## src/rtl/wies_pkg.sv

```systemverilog
// ----------------------------------------------------------------------------
// wies_pkg: shared types and constants of the weekly interval edge scheduler
// Command, job and result structures, operation codes, result codes and
// the state encoding of the execution unit.
// ----------------------------------------------------------------------------
`default_nettype none

package wies_pkg;

  localparam int NUM_DAYS    = 7;
  localparam int DAY_W       = 3;
  localparam int TIME_W      = 17;
  localparam int ID_W        = 8;
  localparam int SLOT_W      = 4;
  localparam int KIND_W      = 2;
  localparam int QUEUE_DEPTH = 2;
  localparam int QUEUE_AW    = $clog2(QUEUE_DEPTH);

  localparam logic [KIND_W-1:0] KIND_TICK  = 2'd0;
  localparam logic [KIND_W-1:0] KIND_REG   = 2'd1;
  localparam logic [KIND_W-1:0] KIND_UNREG = 2'd2;
  localparam logic [KIND_W-1:0] KIND_CHG   = 2'd3;

  localparam logic [1:0] RK_STATUS = 2'd0;
  localparam logic [1:0] RK_ON     = 2'd1;
  localparam logic [1:0] RK_OFF    = 2'd2;

  typedef enum logic [1:0] {
    OP_TICK,
    OP_REG,
    OP_UNREG,
    OP_CHG
  } op_t;

  typedef enum logic [1:0] {
    S_IDLE,
    S_START,
    S_WALK,
    S_DRAIN
  } back_state_t;

  typedef struct packed {
    logic [KIND_W-1:0] kind;
    logic [DAY_W-1:0]  day;
    logic [TIME_W-1:0] tick_time;
    logic [TIME_W-1:0] start_time;
    logic [TIME_W-1:0] end_time;
    logic [ID_W-1:0]   ident;
    logic              off_flag;
    logic [TIME_W-1:0] new_start;
    logic [TIME_W-1:0] new_end;
    logic [ID_W-1:0]   new_ident;
    logic              new_off_flag;
  } cmd_t;

  typedef struct packed {
    logic [1:0]        result_kind;
    logic              ok;
    logic [SLOT_W-1:0] slot;
    logic [ID_W-1:0]   edge_ident;
    logic [DAY_W-1:0]  edge_day;
    logic [TIME_W-1:0] edge_time;
    logic              last;
  } res_t;

  typedef struct packed {
    op_t  op;
    logic day_ok;
    cmd_t cmd;
  } job_t;

  typedef struct packed {
    logic [TIME_W-1:0] t_start;
    logic [TIME_W-1:0] t_end;
    logic [ID_W-1:0]   ident;
    logic              active;
    logic              disabled;
  } entry_t;

endpackage

`default_nettype wire

```

## src/rtl/wies_queue.sv

```systemverilog
// ----------------------------------------------------------------------------
// wies_queue: job queue
// Short first-in first-out buffer between intake and execution so that
// each side stalls on its own.
// ----------------------------------------------------------------------------
`default_nettype none

module wies_queue
  import wies_pkg::*;
(
  input  wire  logic clk,
  input  wire  logic rst,
  input  wire  logic push,
  input  wire  job_t push_data,
  output logic       full,
  input  wire  logic pop,
  output job_t       pop_data,
  output logic       empty
);

  job_t                slots_q [QUEUE_DEPTH];
  logic [QUEUE_AW-1:0] wptr;
  logic [QUEUE_AW-1:0] rptr;
  logic [QUEUE_AW:0]   count;

  assign full     = (count == (QUEUE_AW+1)'(QUEUE_DEPTH));
  assign empty    = (count == '0);
  assign pop_data = slots_q[rptr];

  always_ff @(posedge clk) begin
    if (push && !full) begin
      slots_q[wptr] <= push_data;
    end
  end

  always_ff @(posedge clk) begin
    if (rst) begin
      wptr  <= '0;
      rptr  <= '0;
      count <= '0;
    end else begin
      if (push && !full) begin
        wptr <= (wptr == QUEUE_AW'(QUEUE_DEPTH - 1)) ? '0 : wptr + 1'b1;
      end
      if (pop && !empty) begin
        rptr <= (rptr == QUEUE_AW'(QUEUE_DEPTH - 1)) ? '0 : rptr + 1'b1;
      end
      case ({push && !full, pop && !empty})
        2'b10:   count <= count + 1'b1;
        2'b01:   count <= count - 1'b1;
        default: count <= count;
      endcase
    end
  end

endmodule

`default_nettype wire

```

## config.mk

```make
export PLATFORM = sky130hd
export DESIGN_NAME = wies_queue
export DESIGN_NICKNAME = d
export VERILOG_FILES = /design/src/rtl/wies_pkg.sv /design/src/rtl/wies_queue.sv
export SDC_FILE = /design/constraint.sdc
export NUM_CORES = 1
export LEC_CHECK = 0
export ABC_AREA = 1
export BUFFER_PORTS_ARGS = -buffer_cell sky130_fd_sc_hd__buf_2
export CORE_MARGIN = 2
export CORE_UTILIZATION = 25
export DETAILED_ROUTE_END_ITERATION = 7
export GPL_ROUTABILITY_DRIVEN = 1
export HOLD_SLACK_MARGIN = 0.1
export PLACE_DENSITY_LB_ADDON = 0.1
export SYNTH_ARGS = -nofsm -noshare
export SYNTH_HDL_FRONTEND = slang
export SYNTH_SLANG_ARGS = --single-unit
```

## constraint.sdc

```tcl
create_clock -name clk -period 6.79 [get_ports clk]
set_input_delay 1.0185 -clock clk [delete_from_list [all_inputs] [get_ports clk]]
set_output_delay 1.0185 -clock clk [all_outputs]
set_load 0.02 [all_outputs]
```

==> metrics.md, run 1 <==
| Metric | Value |
|---|---|
| Estimated wirelength of the detail-placed design | 11400 µm |
| CTS Sinks | 227 |
| Wire length of the first global-routing pass | 26100 µm |
| Critical path endpoint category | output pin |
| Slowest stage delay, CP | 0.83 ns |
| Insertion delay to the later sink of the worst-skew pair | 0.52 ns |
| Die W | 186 µm |
| Critical R2R Launch | count[0] |
| Post-route ant nets | 0 |
| Initial Util | 0.254 |
| Sw Ratio | 0.265 |
| Crit-path leading delay family | buffers and inverters |
| Worst-path clk slew | 0.06 ns |
| Minimum clock period after layout | 3.82 ns |
| DR vias/cell | 3.95 |
| CP Cell Sequence | buf_4 -> mux2_2 -> buf_2 |
| First drt pass iteration count | 5 |
| P&R area growth vs syn | 29.9% |
| Filler cells | 3206 |
| Power Dens Cells | ~360 nW/µm² |
| Grt total ovfl | 0 |
| Combinational power share | 0.188 |
| Final Max Tran Viols | 0 |
| Syn Area/Cell | 21.5 µm² |
| DRC | 0 |
| Worst Path Arrival | between 2 and 3 ns |
| Final Wtd Congestion | a little under 0.7 |
| Placeable Area | around 33000 µm² |
| Initial antenna violation count | 2 |
| Worst Skew | 0.00703 ns |
| Std-Cell Rows | 66 |
| Yosys warns | 0 |
| Startpoint Class | register |
| Clk network pwr share | 0.358 |
| Cell Area, Synth | 8280 µm² |
| Final worst-path cycle share | 0.562 |
| Top-area cell type share of the netlist area | 0.805 |
| Max VDD drop | 194 µV |
| R2R depth | 5 |
| Critical path buffers and inverters | 2 |
| Main area contributors after synthesis | edfxtp_1, mux2_2, buf_6, dfxtp_1, nor2_1 |
| Die footprint | 34600 µm² |
| Root Buffer | clkbuf_16 |
| Final Hold Fails | 0 |
| Reg power frac | 0.453 |
| Vias in the first global route | 4561 |
| Total CTS buffers | 26 |
| Switching power | just over 1000 µW |
| Worst slew pin tran | between 0.9 and 1 ns |
| CTS tree | yes |
| # IOs | 228 |
| Area leader, netlist | edfxtp_1 |
| Post-cts gate resize count | 0 |
| Status | finished clean |
| Clk buf depth | 3 |
| RR Endpoint | slots_q[1][109] |
| Critical Path RT | 5.77 ns |
| Sequential cell area fraction in the yosys report | 0.817 |
| Final Instance Area | ~11000 µm² |
| Fmax | 262 MHz |
| H-tree depth | 1 |
| CP Depth | 3 |
| Share of layout cells above drive strength 1 | 0.586 |
| Largest net degree at the start of global routing | 69 |
| DP Area | 9890 µm² |
| CP max-delay cell | buf_4 |
| IO Port Bufs | around 230 |
| Reg2Reg Setup Slack | roughly 4 ns |
| CP Max Fanout | 68 |
| Synth Instances | between 300 and 400 |
| Drt total wl | 17900 µm |
| Util after Layout | 0.330 |
| Setup_tns | 0 ns |
| DIE HEIGHT | 186 µm |
| Hold crit path type | register to register |
| CP Capture Point | pop_data[86] |
| Rel. slew slack | 0.335 |
| Endpoints failing setup | 0 |
| DP Worst Slack | 3.39 ns |
| Hold buffers post-CTS | 0 |
| Post-CTS setup buffer count | 0 |
| Seq cells post-synth | 227 |
| DR iter-0 viols | 185 |
| Number of max-cap violations | 0 |
| Kind of critical path | register to output pin |
| Nets@finish | around 750 |
| Power Internal | 2870 µW |
| Routed len/inst | roughly 16 µm |
| Total GRT Usage | 0.0996 |
| Yosys cell types | 12 |
| Post-synthesis net count | ~500 |
| Fin worst setup slack | 2.97 ns |
| Lkg Pwr | 0.00396 µW |
| RSZ-0062 raised after global routing | false |
| Vias | between 4000 and 5000 |
sequential cells by signal, summed over array words and instances, names as in the netlist, named ones only:
register  flops
count         2
slots_q     222
wptr          1
rptr          1
metal layers:
metal / share of wire / global-route usage
met2: 0.47 / 0.164
met3: 0.089 / 0.0331
met4: 0.028 / 0.0340
met1: 0.41 / 0.123
met5: 0.00073 / 0
cell usage after synthesis (all sizes together):
cell type / instances
dfxtp: 5
nor2: 14
buf: 12
nand2: 8
edfxtp: 222
mux2: 111
o21ai: 1
inv: 9
nand4: 1
ha: 1
a21oi: 1
through the flow:
step	hold WS [ns]	total power (µW)	instances
floorplan	0.467	2320	385
global placement	0.484	2550	1046
detailed placement	0.498	2560	1046
CTS	0.512	3990	1092
global route	0.536	4100	1092
finish	0.504	3910	1094
worst min path at each step:
stage,from,to,slack (ns),depth (start not counted)
floorplan,rptr,register,0.47,2
global placement,rptr,rptr,0.48,2
detailed placement,rptr,rptr,0.50,2
CTS,rptr,rptr,0.51,2
global route,count[1],count[1],0.54,2
finish,rptr,rptr,0.50,2
power by group through the flow:
stage / Sequential [µW] / Clock (µW) / Combinational [µW]
2_1_floorplan: 1790 / 0 / 531
3_3_place_gp: 1800 / 0 / 750
3_5_place_dp: 1800 / 0 / 754
4_1_cts: 1780 / 1450 / 758
5_1_grt: 1790 / 1510 / 803
6_report: 1770 / 1400 / 735
worst min-delay path: stages (launching register included):
cell	delay, ns
dfxtp_1	0.32
nor2_1	0.06
nor2_1	0.09
cell usage in the layout, fill, tap and decap left out:
| cell | count |
|---|---|
| nand4_1 | 1 |
| clkinv_2 | 4 |
| clkinv_1 | 4 |
| ha_1 | 1 |
| mux2_2 | 111 |
| inv_4 | 1 |
| bufinv_16 | 4 |
| clkinv_4 | 1 |
| a21oi_1 | 1 |
| dfxtp_4 | 1 |
| buf_2 | 227 |
| nor2_4 | 1 |
| edfxtp_1 | 222 |
| clkbuf_1 | 6 |
| o21ai_0 | 1 |
| dfxtp_1 | 4 |
| clkbuf_16 | 27 |
| buf_4 | 4 |
| diode_2 | 2 |
| nand2_1 | 8 |
| inv_1 | 8 |
| nor2_1 | 13 |
cell families (layout without fill, tap and decap cells):
logic type | Yosys count | count (layout) | synth area share
other | 0 | 2 | 0
and+or+nand+nor | 23 | 23 | 0.0107
adders and majority gates | 1 | 1 | 0.00151
DFF | 227 | 227 | 0.817
muxes | 111 | 111 | 0.151
AOI/OAI and AO/OA | 2 | 2 | 0.00121
buffers and inverters | 21 | 286 | 0.0189
final cells by class:
cell class / count / area (µm²) / share of cell area
Clock buffer: 33 / 698 / 0.0649
Antenna cell: 2 / 5.00 / 0.000465
Multi-Input combinational cell: 137 / 1370 / 0.127
Clock inverter: 13 / 164 / 0.0152
Sequential cell: 227 / 6770 / 0.629
Tap cell: 442 / 553 / 0.0514
Timing Repair Buffer: 231 / 1170 / 0.108
Inverter: 9 / 36.3 / 0.00337
Power figures use the tool's default switching activity.
==> inputs of run 2 (changes only) <==
==> constraint.sdc (replaced) <==
create_clock -name clk -period 3.4 [get_ports clk]
set_input_delay 0.51 -clock clk [delete_from_list [all_inputs] [get_ports clk]]
set_output_delay 0.51 -clock clk [all_outputs]
set_load 0.02 [all_outputs]
==> run 2 against run 1 <==
Against the previous run:
- final cell count is 0.37% higher
- utilization grew 0.084 points
- first-iteration DRC count increased by 9.2%
- sequential power up 99%
- global-route usage about the same
- largest cell class unchanged
==> metrics.md, run 2 (synthesized netlist as in run 1, its figures left out) <==
| Metric | Value |
|---|---|
| Final worst-path cycle share | 0.792 |
| Critical path buffers and inverters | 2 |
| Critical Path RT | 2.89 ns |
| Max VDD drop | 308 µV |
| Std-Cell Rows | 66 |
| Total CTS buffers | 27 |
| Grt total ovfl | 0 |
| Met2 Wirelength | ~8700 µm |
| Worst slew pin tran | 0.683 ns |
| Startpoint Class | register |
| # IOs | 228 |
| P&R area growth vs syn | 30.2% |
| Root Buffer | clkbuf_16 |
| DR vias/cell | just under 4 |
| Max reg flops | 222 |
| Final Max Tran Viols | 0 |
| Slowest stage delay, CP | approximately 0.67 ns |
| Routed len/inst | between 15 and 20 µm |
| Number of max-cap violations | 0 |
| DR iter-0 viols | 202 |
| Clk buf depth | 3 |
| Top Registers | slots_q x222, count x2 |
| Initial antenna violation count | 3 |
| DIE HEIGHT | 186 µm |
| DP Area | 9950 µm² |
| IO Port Bufs | roughly 230 |
| RSZ-0062 raised after global routing | false |
| Post-cts gate resize count | 0 |
| Estimated wirelength of the detail-placed design | roughly 12000 µm |
| Power Dens Cells | 717 nW/µm² |
| Hold crit path type | input pin to register |
| Placeable Area | between 30000 and 40000 µm² |
| Worst-path clk slew | approximately 0.06 ns |
| CTS Sinks | 227 |
| Endpoints failing setup | 0 |
| CP max-delay cell | dfxtp_4 |
| Hold buffers post-CTS | 0 |
| Commonest non-fill, non-tap cell in the layout | buf_2 |
| CTS tree | yes |
| Leading cell types in the layout, fill and taps excluded | buf_2, edfxtp_1, mux2_2 |
| Largest net degree at the start of global routing | 65 |
| Rel. slew slack | 0.544 |
| CP Cell Sequence | buf_12 -> mux2_2 -> buf_2 |
| CP Max Fanout | 60 |
| Worst Path Arrival | 2.18 ns |
| Post-CTS setup buffer count | 0 |
| Fin worst setup slack | 0.706 ns |
| Initial Util | 0.254 |
| Die W | about 190 µm |
| H-tree depth | 1 |
| Insertion delay to the later sink of the worst-skew pair | 0.51 ns |
| Crit-path leading delay family | flip-flops |
| Lkg Pwr | 0.00396 µW |
| Nets@finish | roughly 750 |
| Critical path endpoint category | output pin |
| Fmax | 371 MHz |
| Filler cells | 3159 |
| Share of layout cells above drive strength 1 | 0.587 |
| Wl on met1 | 7380 µm |
| Drt total wl | 18100 µm |
| Setup_tns | 0 ns |
| Vias in the first global route | 4558 |
| Largest register by flop count | slots_q |
| Final Wtd Congestion | 0.696 |
| DRC | 0 |
| Worst Skew | 0.0133 ns |
| Routed wl met3 | 1330 µm |
| Final Instance Area | 10800 µm² |
| DP Worst Slack | 1.18 ns |
| Kind of critical path | register to output pin |
| Vias | 4347 |
| Die footprint | approximately 35000 µm² |
| Minimum clock period after layout | about 2.7 ns |
| Tot Pwr | between 7000 and 8000 µW |
| Total GRT Usage | 0.0996 |
| First drt pass iteration count | 4 |
| Final Hold Fails | 0 |
| Post-route ant nets | 0 |
| Status | finished clean |
| Max Used Layer | met5 |
| # diodes | 0 |
| Wire length of the first global-routing pass | ~26000 µm |
[run 2: power breakdown]
part	internal [µW]	total, µW	switching (µW)
combinational	586	1500	919
clock	1610	2700	1090
sequential	3420	3530	102
total	5620	7730	2110
[run 2: final timing paths]
| path | slack, ns | startpoint | depth (start not counted) | end |
|---|---|---|---|---|
| max | 0.71 | register | 3 | pop_data[42] |
| max reg2reg | 1.38 | count[0] | 5 | slots_q[1][25] |
| min reg2reg | 0.51 | rptr | 2 | register |
| min | 0.17 | push_data[68] | 1 | slots_q[0][68] |
[run 2: layer usage]
metal  vias up  track usage
li1       2011            -
met1      2140        0.119
met2       151        0.169
met4         6       0.0375
met3        39       0.0295
met5         -            0
[run 2: final cells by class]
cell class / instances / area [µm²] / share of cell area
Sequential cell: 227 / 6770 / 0.628
Timing Repair Buffer: 234 / 1230 / 0.114
Clock buffer: 34 / 702 / 0.0651
Inverter: 9 / 36.3 / 0.00336
Clock inverter: 15 / 133 / 0.0123
Multi-Input combinational cell: 137 / 1370 / 0.127
Tap cell: 442 / 553 / 0.0513
[run 2: per-stage QoR]
| stage | hold slack [ns] | util | cells |
|---|---|---|---|
| after floorplan | 0.467 | - | 385 |
| after global placement | 0.486 | 0.305 | 1049 |
| after detailed placement | 0.501 | 0.305 | 1049 |
| after CTS | 0.140 | 0.331 | 1098 |
| after global routing | 0.145 | 0.331 | 1098 |
| final | 0.175 | 0.331 | 1098 |
