===== config.mk =====
export PLATFORM = sky130hd
export DESIGN_NAME = wies_back
export DESIGN_NICKNAME = d
export VERILOG_FILES = /design/src/rtl/wies_pkg.sv /design/src/rtl/wies_back.sv
export SDC_FILE = /design/constraint.sdc
export NUM_CORES = 2
export LEC_CHECK = 0
export BUFFER_PORTS_ARGS = -buffer_cell sky130_fd_sc_hd__buf_2
export CAP_MARGIN = 30
export CORE_ASPECT_RATIO = 1.75
export CORE_MARGIN = 1.5
export CORE_UTILIZATION = 63
export CTS_CLUSTER_SIZE = 30
export DETAILED_ROUTE_END_ITERATION = 8
export GPL_TIMING_DRIVEN = 0
export PLACE_DENSITY = 0.87
export SYNTH_ARGS = -nofsm -noshare
export SYNTH_HDL_FRONTEND = slang
export SYNTH_MEMORY_MAX_BITS = 65536
export SYNTH_SLANG_ARGS = --single-unit

===== constraint.sdc =====
create_clock -name clk -period 10.5 [get_ports clk]
set_input_delay 1.05 -clock clk [delete_from_list [all_inputs] [get_ports clk]]
set_output_delay 1.05 -clock clk [all_outputs]
set_load 0.01 [all_outputs]

===== src/rtl/wies_pkg.sv =====
// ----------------------------------------------------------------------------
// wies_pkg: shared types and constants of the weekly interval edge scheduler
// Command, job and result structures, operation codes, result codes and
// the state encoding of the execution unit.
// ----------------------------------------------------------------------------
`default_nettype none

package wies_pkg;

  localparam int NUM_DAYS    = 7;
  localparam int DAY_W       = 3;
  localparam int TIME_W      = 17;
  localparam int ID_W        = 8;
  localparam int SLOT_W      = 4;
  localparam int KIND_W      = 2;
  localparam int QUEUE_DEPTH = 2;
  localparam int QUEUE_AW    = $clog2(QUEUE_DEPTH);

  localparam logic [KIND_W-1:0] KIND_TICK  = 2'd0;
  localparam logic [KIND_W-1:0] KIND_REG   = 2'd1;
  localparam logic [KIND_W-1:0] KIND_UNREG = 2'd2;
  localparam logic [KIND_W-1:0] KIND_CHG   = 2'd3;

  localparam logic [1:0] RK_STATUS = 2'd0;
  localparam logic [1:0] RK_ON     = 2'd1;
  localparam logic [1:0] RK_OFF    = 2'd2;

  typedef enum logic [1:0] {
    OP_TICK,
    OP_REG,
    OP_UNREG,
    OP_CHG
  } op_t;

  typedef enum logic [1:0] {
    S_IDLE,
    S_START,
    S_WALK,
    S_DRAIN
  } back_state_t;

  typedef struct packed {
    logic [KIND_W-1:0] kind;
    logic [DAY_W-1:0]  day;
    logic [TIME_W-1:0] tick_time;
    logic [TIME_W-1:0] start_time;
    logic [TIME_W-1:0] end_time;
    logic [ID_W-1:0]   ident;
    logic              off_flag;
    logic [TIME_W-1:0] new_start;
    logic [TIME_W-1:0] new_end;
    logic [ID_W-1:0]   new_ident;
    logic              new_off_flag;
  } cmd_t;

  typedef struct packed {
    logic [1:0]        result_kind;
    logic              ok;
    logic [SLOT_W-1:0] slot;
    logic [ID_W-1:0]   edge_ident;
    logic [DAY_W-1:0]  edge_day;
    logic [TIME_W-1:0] edge_time;
    logic              last;
  } res_t;

  typedef struct packed {
    op_t  op;
    logic day_ok;
    cmd_t cmd;
  } job_t;

  typedef struct packed {
    logic [TIME_W-1:0] t_start;
    logic [TIME_W-1:0] t_end;
    logic [ID_W-1:0]   ident;
    logic              active;
    logic              disabled;
  } entry_t;

endpackage

`default_nettype wire


===== src/rtl/wies_back.sv =====
// ----------------------------------------------------------------------------
// wies_back: execution unit
// Walks the slots of one day through the interval memory, one slot per
// cycle, applies table edits and switching, and drives the result register.
// ----------------------------------------------------------------------------
`default_nettype none

module wies_back
  import wies_pkg::*;
#(
  parameter int SLOTS_PER_DAY = 16
) (
  input  wire  logic                clk,
  input  wire  logic                rst,
  input  wire  logic                q_empty,
  output logic                      q_pop,
  input  wire  job_t                q_data,
  input  wire  logic                cfg_we,
  input  wire  logic [NUM_DAYS-1:0] cfg_data,
  output logic                      result_valid,
  output res_t                      result
);

  localparam int DEPTH = NUM_DAYS * SLOTS_PER_DAY;
  localparam int AW    = $clog2(DEPTH);
  localparam int SW    = (SLOTS_PER_DAY > 1) ? $clog2(SLOTS_PER_DAY) : 1;
  localparam int CW    = SW + 1;
  localparam logic [AW-1:0] SLOTS_A = AW'(SLOTS_PER_DAY);

  back_state_t          state;
  back_state_t          state_next;
  job_t                 cur;
  logic [AW-1:0]        base;
  logic [CW-1:0]        rd_idx;
  logic [SW-1:0]        ev_idx;
  logic                 ev_on;
  logic [DAY_W-1:0]     last_day;
  logic [TIME_W-1:0]    last_time;
  logic [NUM_DAYS-1:0]  mask;
  entry_t               mem [DEPTH];
  entry_t               rd_data;
  logic [DEPTH-1:0]     vbits;
  logic                 pend_valid;
  res_t                 pend;

  logic                 rd_en;
  logic [AW-1:0]        rd_addr;
  logic [AW-1:0]        ev_addr;
  logic                 wr_en;
  entry_t               wr_data;
  logic                 vb_set;
  logic                 vb_clr;
  logic                 out_valid_next;
  res_t                 out_next;
  logic                 pend_set;
  logic                 pend_clr;
  res_t                 pend_new;
  logic                 last_upd;
  logic                 walk_step;
  logic                 walk_init;

  logic                 ev_vld;
  logic                 ev_last;
  logic [7:0]           mask_ext;
  logic                 day_off;
  logic [TIME_W-1:0]    tt;
  logic                 turn_on;
  logic                 turn_off;
  logic                 match;
  logic [SW+SLOT_W-1:0] slot_wide;
  logic [SLOT_W-1:0]    slot4;
  res_t                 edge_res;
  res_t                 ok_res;
  res_t                 fail_res;

  assign ev_addr   = base + AW'(ev_idx);
  assign rd_addr   = base + AW'(rd_idx[SW-1:0]);
  assign ev_vld    = vbits[ev_addr];
  assign ev_last   = (ev_idx == SW'(SLOTS_PER_DAY - 1));
  assign mask_ext  = {{(8 - NUM_DAYS){1'b0}}, mask};
  assign day_off   = mask_ext[cur.cmd.day];
  assign tt        = cur.cmd.tick_time;
  assign slot_wide = {{SLOT_W{1'b0}}, ev_idx};
  assign slot4     = slot_wide[SLOT_W-1:0];

  assign turn_on  = ev_vld && (tt > rd_data.t_start) && (tt < rd_data.t_end) &&
                    !rd_data.active && !rd_data.disabled && !day_off;
  assign turn_off = ev_vld && !turn_on && rd_data.active &&
                    ((tt > rd_data.t_end) || rd_data.disabled);
  assign match    = ev_vld && (rd_data.t_start == cur.cmd.start_time) &&
                    (rd_data.t_end == cur.cmd.end_time) &&
                    (rd_data.ident == cur.cmd.ident);

  always_comb begin
    edge_res             = '0;
    edge_res.result_kind = turn_on ? RK_ON : RK_OFF;
    edge_res.slot        = slot4;
    edge_res.edge_ident  = rd_data.ident;
    edge_res.edge_day    = cur.cmd.day;
    edge_res.edge_time   = tt;
    ok_res               = '0;
    ok_res.result_kind   = RK_STATUS;
    ok_res.ok            = 1'b1;
    ok_res.slot          = slot4;
    ok_res.last          = 1'b1;
    fail_res             = '0;
    fail_res.result_kind = RK_STATUS;
    fail_res.last        = 1'b1;
  end

  always_comb begin
    state_next     = state;
    q_pop          = 1'b0;
    rd_en          = 1'b0;
    wr_en          = 1'b0;
    wr_data        = rd_data;
    vb_set         = 1'b0;
    vb_clr         = 1'b0;
    out_valid_next = 1'b0;
    out_next       = '0;
    pend_set       = 1'b0;
    pend_clr       = 1'b0;
    pend_new       = edge_res;
    last_upd       = 1'b0;
    walk_step      = 1'b0;
    walk_init      = 1'b0;
    case (state)
      S_IDLE: begin
        if (!q_empty) begin
          q_pop      = 1'b1;
          state_next = S_START;
        end
      end
      S_START: begin
        walk_init = 1'b1;
        if (cur.op == OP_TICK) begin
          if (cur.cmd.day == last_day && cur.cmd.tick_time == last_time) begin
            state_next = S_IDLE;
          end else begin
            last_upd   = 1'b1;
            state_next = cur.day_ok ? S_WALK : S_IDLE;
          end
        end else if (!cur.day_ok) begin
          out_valid_next = 1'b1;
          out_next       = fail_res;
          state_next     = S_IDLE;
        end else begin
          state_next = S_WALK;
        end
      end
      S_WALK: begin
        walk_step = 1'b1;
        rd_en     = (rd_idx < CW'(SLOTS_PER_DAY));
        if (ev_on) begin
          case (cur.op)
            OP_TICK: begin
              if (turn_on || turn_off) begin
                wr_en          = 1'b1;
                wr_data.active = turn_on;
                pend_set       = 1'b1;
                out_valid_next = pend_valid;
                out_next       = pend;
              end
              if (ev_last) begin
                state_next = S_DRAIN;
              end
            end
            OP_REG: begin
              if (!ev_vld) begin
                wr_en            = 1'b1;
                wr_data.t_start  = cur.cmd.start_time;
                wr_data.t_end    = cur.cmd.end_time;
                wr_data.ident    = cur.cmd.ident;
                wr_data.active   = 1'b0;
                wr_data.disabled = cur.cmd.off_flag;
                vb_set           = 1'b1;
                out_valid_next   = 1'b1;
                out_next         = ok_res;
                state_next       = S_IDLE;
              end else if (ev_last) begin
                out_valid_next = 1'b1;
                out_next       = fail_res;
                state_next     = S_IDLE;
              end
            end
            OP_UNREG: begin
              if (match) begin
                vb_clr         = 1'b1;
                out_valid_next = 1'b1;
                out_next       = ok_res;
                state_next     = S_IDLE;
              end else if (ev_last) begin
                out_valid_next = 1'b1;
                out_next       = fail_res;
                state_next     = S_IDLE;
              end
            end
            OP_CHG: begin
              if (match) begin
                wr_en            = 1'b1;
                wr_data.t_start  = cur.cmd.new_start;
                wr_data.t_end    = cur.cmd.new_end;
                wr_data.ident    = cur.cmd.new_ident;
                wr_data.active   = 1'b0;
                wr_data.disabled = cur.cmd.new_off_flag;
                out_valid_next   = 1'b1;
                out_next         = ok_res;
                state_next       = S_IDLE;
              end else if (ev_last) begin
                out_valid_next = 1'b1;
                out_next       = fail_res;
                state_next     = S_IDLE;
              end
            end
            default: begin
              state_next = S_IDLE;
            end
          endcase
        end
      end
      S_DRAIN: begin
        if (pend_valid) begin
          out_valid_next = 1'b1;
          out_next       = pend;
          out_next.last  = 1'b1;
        end
        pend_clr   = 1'b1;
        state_next = S_IDLE;
      end
      default: begin
        state_next = S_IDLE;
      end
    endcase
  end

  always_ff @(posedge clk) begin
    if (rst) begin
      state <= S_IDLE;
    end else begin
      state <= state_next;
    end
  end

  always_ff @(posedge clk) begin
    if (q_pop) begin
      cur  <= q_data;
      base <= AW'(q_data.cmd.day) * SLOTS_A;
    end
  end

  always_ff @(posedge clk) begin
    if (rst) begin
      rd_idx <= '0;
      ev_idx <= '0;
      ev_on  <= 1'b0;
    end else if (walk_init) begin
      rd_idx <= '0;
      ev_on  <= 1'b0;
    end else if (walk_step) begin
      rd_idx <= rd_idx + CW'(rd_en);
      ev_idx <= rd_idx[SW-1:0];
      ev_on  <= rd_en;
    end
  end

  always_ff @(posedge clk) begin
    if (wr_en) begin
      mem[ev_addr] <= wr_data;
    end
  end

  always_ff @(posedge clk) begin
    if (rd_en) begin
      rd_data <= mem[rd_addr];
    end
  end

  always_ff @(posedge clk) begin
    if (rst) begin
      vbits <= '0;
    end else if (vb_set) begin
      vbits[ev_addr] <= 1'b1;
    end else if (vb_clr) begin
      vbits[ev_addr] <= 1'b0;
    end
  end

  always_ff @(posedge clk) begin
    if (rst) begin
      last_day  <= '0;
      last_time <= '0;
    end else if (last_upd) begin
      last_day  <= cur.cmd.day;
      last_time <= cur.cmd.tick_time;
    end
  end

  always_ff @(posedge clk) begin
    if (rst) begin
      mask <= '0;
    end else if (cfg_we) begin
      mask <= cfg_data;
    end
  end

  always_ff @(posedge clk) begin
    if (rst) begin
      pend_valid <= 1'b0;
    end else if (pend_set) begin
      pend_valid <= 1'b1;
    end else if (pend_clr) begin
      pend_valid <= 1'b0;
    end
  end

  always_ff @(posedge clk) begin
    if (pend_set) begin
      pend <= pend_new;
    end
  end

  always_ff @(posedge clk) begin
    if (rst) begin
      result_valid <= 1'b0;
    end else begin
      result_valid <= out_valid_next;
    end
  end

  always_ff @(posedge clk) begin
    result <= out_next;
  end

endmodule

`default_nettype wire


==> results.ini, run 1 <==
[synthesis]
synth_edf_count = 5115
synth_nets = 9003
synth_area_leaders = edfxtp_1 (75%), mux4_2 (17%), dfxtp_1 (1.9%)
ys_types = 69
synth_top_area_share_pct = 75.19
synthTopCellsByCount = edfxtp_1 (5115), mux4_2 (1563), clkbuf_1 (244)
async_flop_share_pct = 0
yosysMostFrequentCell = edfxtp_1
yosysSeqAreaShare_pct = 77.04
syn_area_sq_um = 204300
yosysWarningCount = 0
synth_seq_cells = 5304
ys.flop_type = edfxtp_1
synth_top_area_cell = edfxtp_1
synth_cells = 8845
syn_area_per_cell_sq_um = 23.09

[placement]
hpwl_um = 499500
place_inst = 13740
gp_congestion = 1.066
io_buffers = 155
pre_cts_ws_ns = 4.176

[floorplan]
rows = 276
start_util_pct = 63.27
die_x_um = 433.4
pin_count = 160
die_h_um = 756.3

[clock_network]
htreeDepth = 5
post_cts_resized = 0
numCtsBuffers = 443
cts_root_buffer = clkbuf_16
clockBufferDepth = 4
cts_hold_buf = 0
cts_sinks = 5304
cts_setup_buffers = 0

[global_route]
track_usage_pct = 59.31
grt_pass1_wl_um = 1256000
grt-ovfl-total = 209
grt_max_degree = 109
grt_pass1_vias = 132600

[run_status]
status = stopped before the end
first-error = [ERROR GRT-0116] Global routing finished with congestion. Check the congestion regions in the DRC Viewer.
stop_stage = 5_1_grt

==> logic make-up after synthesis <==
group           Yosys count  synth area share (%)
fa+ha+maj                36                0.2205
xor+xnor                 62                0.2658
mux                    1717                 18.01
flops                  5304                 77.04
simple gates            681                 1.716
compound gates          477                 1.520
buf+inv                 568                 1.227
==> stage by stage <==
stage	setup TNS, ns	cell area [sq um]	utilization (%)
4_1_cts	0	236200	73.17
2_1_floorplan	0	204300	-
3_3_place_gp	-4513.52	210400	65.18
3_5_place_dp	0	221500	68.60
==> per-layer routing <==
layer  GRT usage [%]  GRT overflow
met2           78.78           106
met4           52.56            94
met5           21.54             1
met3           41.81             3
met1           59.77             5
==> run 2: changes to the inputs <==
--- a/config.mk
+++ b/config.mk
@@ -7,13 +7,11 @@
 export LEC_CHECK = 0
 export BUFFER_PORTS_ARGS = -buffer_cell sky130_fd_sc_hd__buf_2
 export CAP_MARGIN = 30
-export CORE_ASPECT_RATIO = 1.75
 export CORE_MARGIN = 1.5
-export CORE_UTILIZATION = 63
-export CTS_CLUSTER_SIZE = 30
+export CORE_UTILIZATION = 40
 export DETAILED_ROUTE_END_ITERATION = 8
 export GPL_TIMING_DRIVEN = 0
-export PLACE_DENSITY = 0.87
+export PLACE_DENSITY_LB_ADDON = 0.15
 export SYNTH_ARGS = -nofsm -noshare
 export SYNTH_HDL_FRONTEND = slang
 export SYNTH_MEMORY_MAX_BITS = 65536
==> run 2 against run 1 <==
  * The run now ends clean
  * Area after synthesis unchanged
  * Synthesized cell count unchanged
==> results.ini, run 2 <==
[placement]
place_inst = 16250
placed_area_sq_um = 225900
io_buffers = 155
hpwl_um = 487200
gp_congestion = 0.8905
pre_cts_ws_ns = 4.361

[power_and_ir_drop]
sequentialPowerShare_pct = 53.0
sw_frac_of_total_pct = 20.65
p_comb_share_pct = 1.6
power_leakage_uw = 0.07467
p_int_uw = 34610
power_density_nw_per_um2 = 178.6
report.power.total_uw = 43620
p_clk_share_pct = 45.4
peakVddDrop_v = 0.0001793
p_sw_uw = 9008

[clock_network]
numCtsBuffers = 567
cts_tree = yes
htreeDepth = 6
cts_root_buffer = clkbuf_16
cts_hold_buf = 0
post_cts_resized = 0
clkLatencyLatePin_ns = 1.10
cts_setup_buffers = 0
cts_sinks = 5304
clk_pin_slew_ns = 0.06
clockBufferDepth = 4

[synthesis]
syn_area_sq_um = 204300
synth_area_leaders = edfxtp_1 (75%), mux4_2 (17%), dfxtp_1 (1.9%)
synth_nets = 9003
synth_top_area_cell = edfxtp_1
synth_seq_cells = 5304
yosysWarningCount = 0
synth_top_area_share_pct = 75.19
yosysSeqAreaShare_pct = 77.04
synth_cells = 8845
syn_area_per_cell_sq_um = 23.09
ys_types = 69
synthTopCellsByCount = edfxtp_1 (5115), mux4_2 (1563), clkbuf_1 (244)
yosysMostFrequentCell = edfxtp_1
synth_edf_count = 5115
ys.flop_type = edfxtp_1
async_flop_share_pct = 0

[route]
vias_per_cell = 6.098
wl_um = 685700
first_iter_violations = 15700
drcViolationCount = 0
drt-wirelength-per-cell_um = 39.65
vias = 105500
dr.pass1.iters = 7
ant_nets = 0

[critical_path]
critPathLaunch = rd_idx[1]$_SDFFE_PP0P_
path_class = flip-flop to flip-flop
rr_startpoint = rd_idx[1]$_SDFFE_PP0P_
r2r-end = edge_res[28]$_DFFE_PP_
crit_top_cell = clkbuf_1
path_cells = clkbuf_1 > buf_2 > buf_2 > clkbuf_1 > buf_8 > clkbuf_1 > mux4_2 > mux4_2 > mux2i_1 > o221ai_1
cp-endpoint = edge_res[28]$_DFFE_PP_
slowest_stage = buf_2
rrSetupSlack_ns = 4.34
path_max_fanout = 10
worst_r2r_path_depth = 10
cp.required_ns = 11.21
cp_data_arrival_time_ns = 6.87
cp-end-kind = flip-flop
critPathLaunchType = flip-flop
slowest_delay_ns = 0.91

[hold_path]
hp-class = input port to flip-flop

[layout]
final_cell_mix = edfxtp_1 (5115), mux4_2 (1563), clkbuf_16 (584)
n_fill_cell = 41170
num-nets-final = 10260
syn2layout_area_growth_pct = 19.54
reg_top3 = mem x4928, cur x92
largest_register_ffs = 4928
drive_above_1_share_pct = 32.60
multi_input_area_sq_um = 46140
seq_area_sq_um = 157400
top_register = mem
layout_commonest_cell = edfxtp_1
instances_no_fill = 17290
stdcell_area_sq_um = 244200

[global_route]
grt_max_degree = 97
grt_pass1_wl_um = 918400
antenna_found_initial = 62
track_usage_pct = 26.25
grt-ovfl-total = 0
grt_pass1_vias = 104100

[floorplan]
rows = 262
die-area_sq_um = 515000
start_util_pct = 40.15
core_area_sq_um = 508800
die_x_um = 717.6
die_h_um = 717.6
pin_count = 160

[run]
maxCapViolations = 0

[timing]
fin_tns_setup_ns = 0
finalHoldViolCount = 0
max_slew_margin_pct = 24.49
slew_violations = 0
min_period_over_period_pct = 58.69
rsz0062_at_grt = false
fin_skew_ns = 0.04234
max_freq_mhz = 162.3
worstMarginPinSlew_ns = 1.121
finalSetupViolations = 0
finalCriticalPeriod_ns = 6.162
worst_slack_ns = 4.338

[run_status]
status = completed

## run 2: cell counts after synthesis
No cell type changed its count.
## run 2: power by group through the flow
stage | combinational [uW] | sequential [uW] | clock [uW]
final | 696 | 23100 | 19800
after global placement | 594 | 23600 | 0
after global routing | 719 | 23100 | 20800
after floorplan | 283 | 23600 | 0
after detailed placement | 678 | 23600 | 0
after CTS | 681 | 23100 | 20100
## run 2: final cells by class
class | count | share of cell area (%)
Antenna cell | 18 | 0.01845
Buffer | 517 | 0.9571
Clock buffer | 700 | 6.175
Clock inverter | 313 | 1.237
Inverter | 51 | 0.07839
Multi-Input combinational cell | 2973 | 18.90
Sequential cell | 5304 | 64.45
Tap cell | 6732 | 3.449
Timing Repair Buffer | 686 | 4.738
## run 2: stage by stage
stage,hold slack (ns),utilization [%]
after floorplan,0.4064,-
after global placement,0.4237,41.96
after detailed placement,0.4387,44.40
after CTS,0.05057,47.96
after global routing,0.09235,47.99
final,0.1426,48.00
## run 2: how the worst min path moves through the flow
stage                                    end  slack (ns)              startpoint  depth (start not counted)
final                      cur[31]$_DFFE_PP_        0.14              q_data[31]                          1
after global routing       cur[20]$_DFFE_PP_        0.09              q_data[20]                          1
after detailed placement  pend[32]$_DFFE_PP_        0.44  ev_idx[3]$_SDFFE_PP0P_                          0
after global placement    pend[32]$_DFFE_PP_        0.42  ev_idx[3]$_SDFFE_PP0P_                          0
after CTS                  cur[20]$_DFFE_PP_        0.05              q_data[20]                          1
after floorplan           pend[32]$_DFFE_PP_        0.41  ev_idx[3]$_SDFFE_PP0P_                          0
## run 2: metal layers
| metal | part of all wire, % | vias to the layer above | GRT usage [%] |
|---|---|---|---|
| met3 | 8.9 | 1083 | 5.107 |
| met5 | 0.012 | - | 0 |
| met1 | 41 | 58250 | 37.06 |
| li1 | - | 40500 | - |
| met4 | 4.3 | 12 | 9.731 |
| met2 | 46 | 5610 | 40.79 |
## run 2: critical path, delay by kind of cell (launching register included)
kind	cells	cell delay, ns
buf+inv	6	3.31
mux	3	1.64
compound gates	1	0.43
flops	1	0.34
## run 2: kinds of logic after synthesis
| family | Yosys count | share of synthesized area, % |
|---|---|---|
| buffers and inverters | 568 | 1.227 |
| AOI/OAI and AO/OA | 477 | 1.520 |
| muxes | 1717 | 18.01 |
| xor gates and xnor gates | 62 | 0.2658 |
| adders and majority gates | 36 | 0.2205 |
| DFF | 5304 | 77.04 |
| and+or+nand+nor | 681 | 1.716 |
Power figures use the tool's default switching activity.
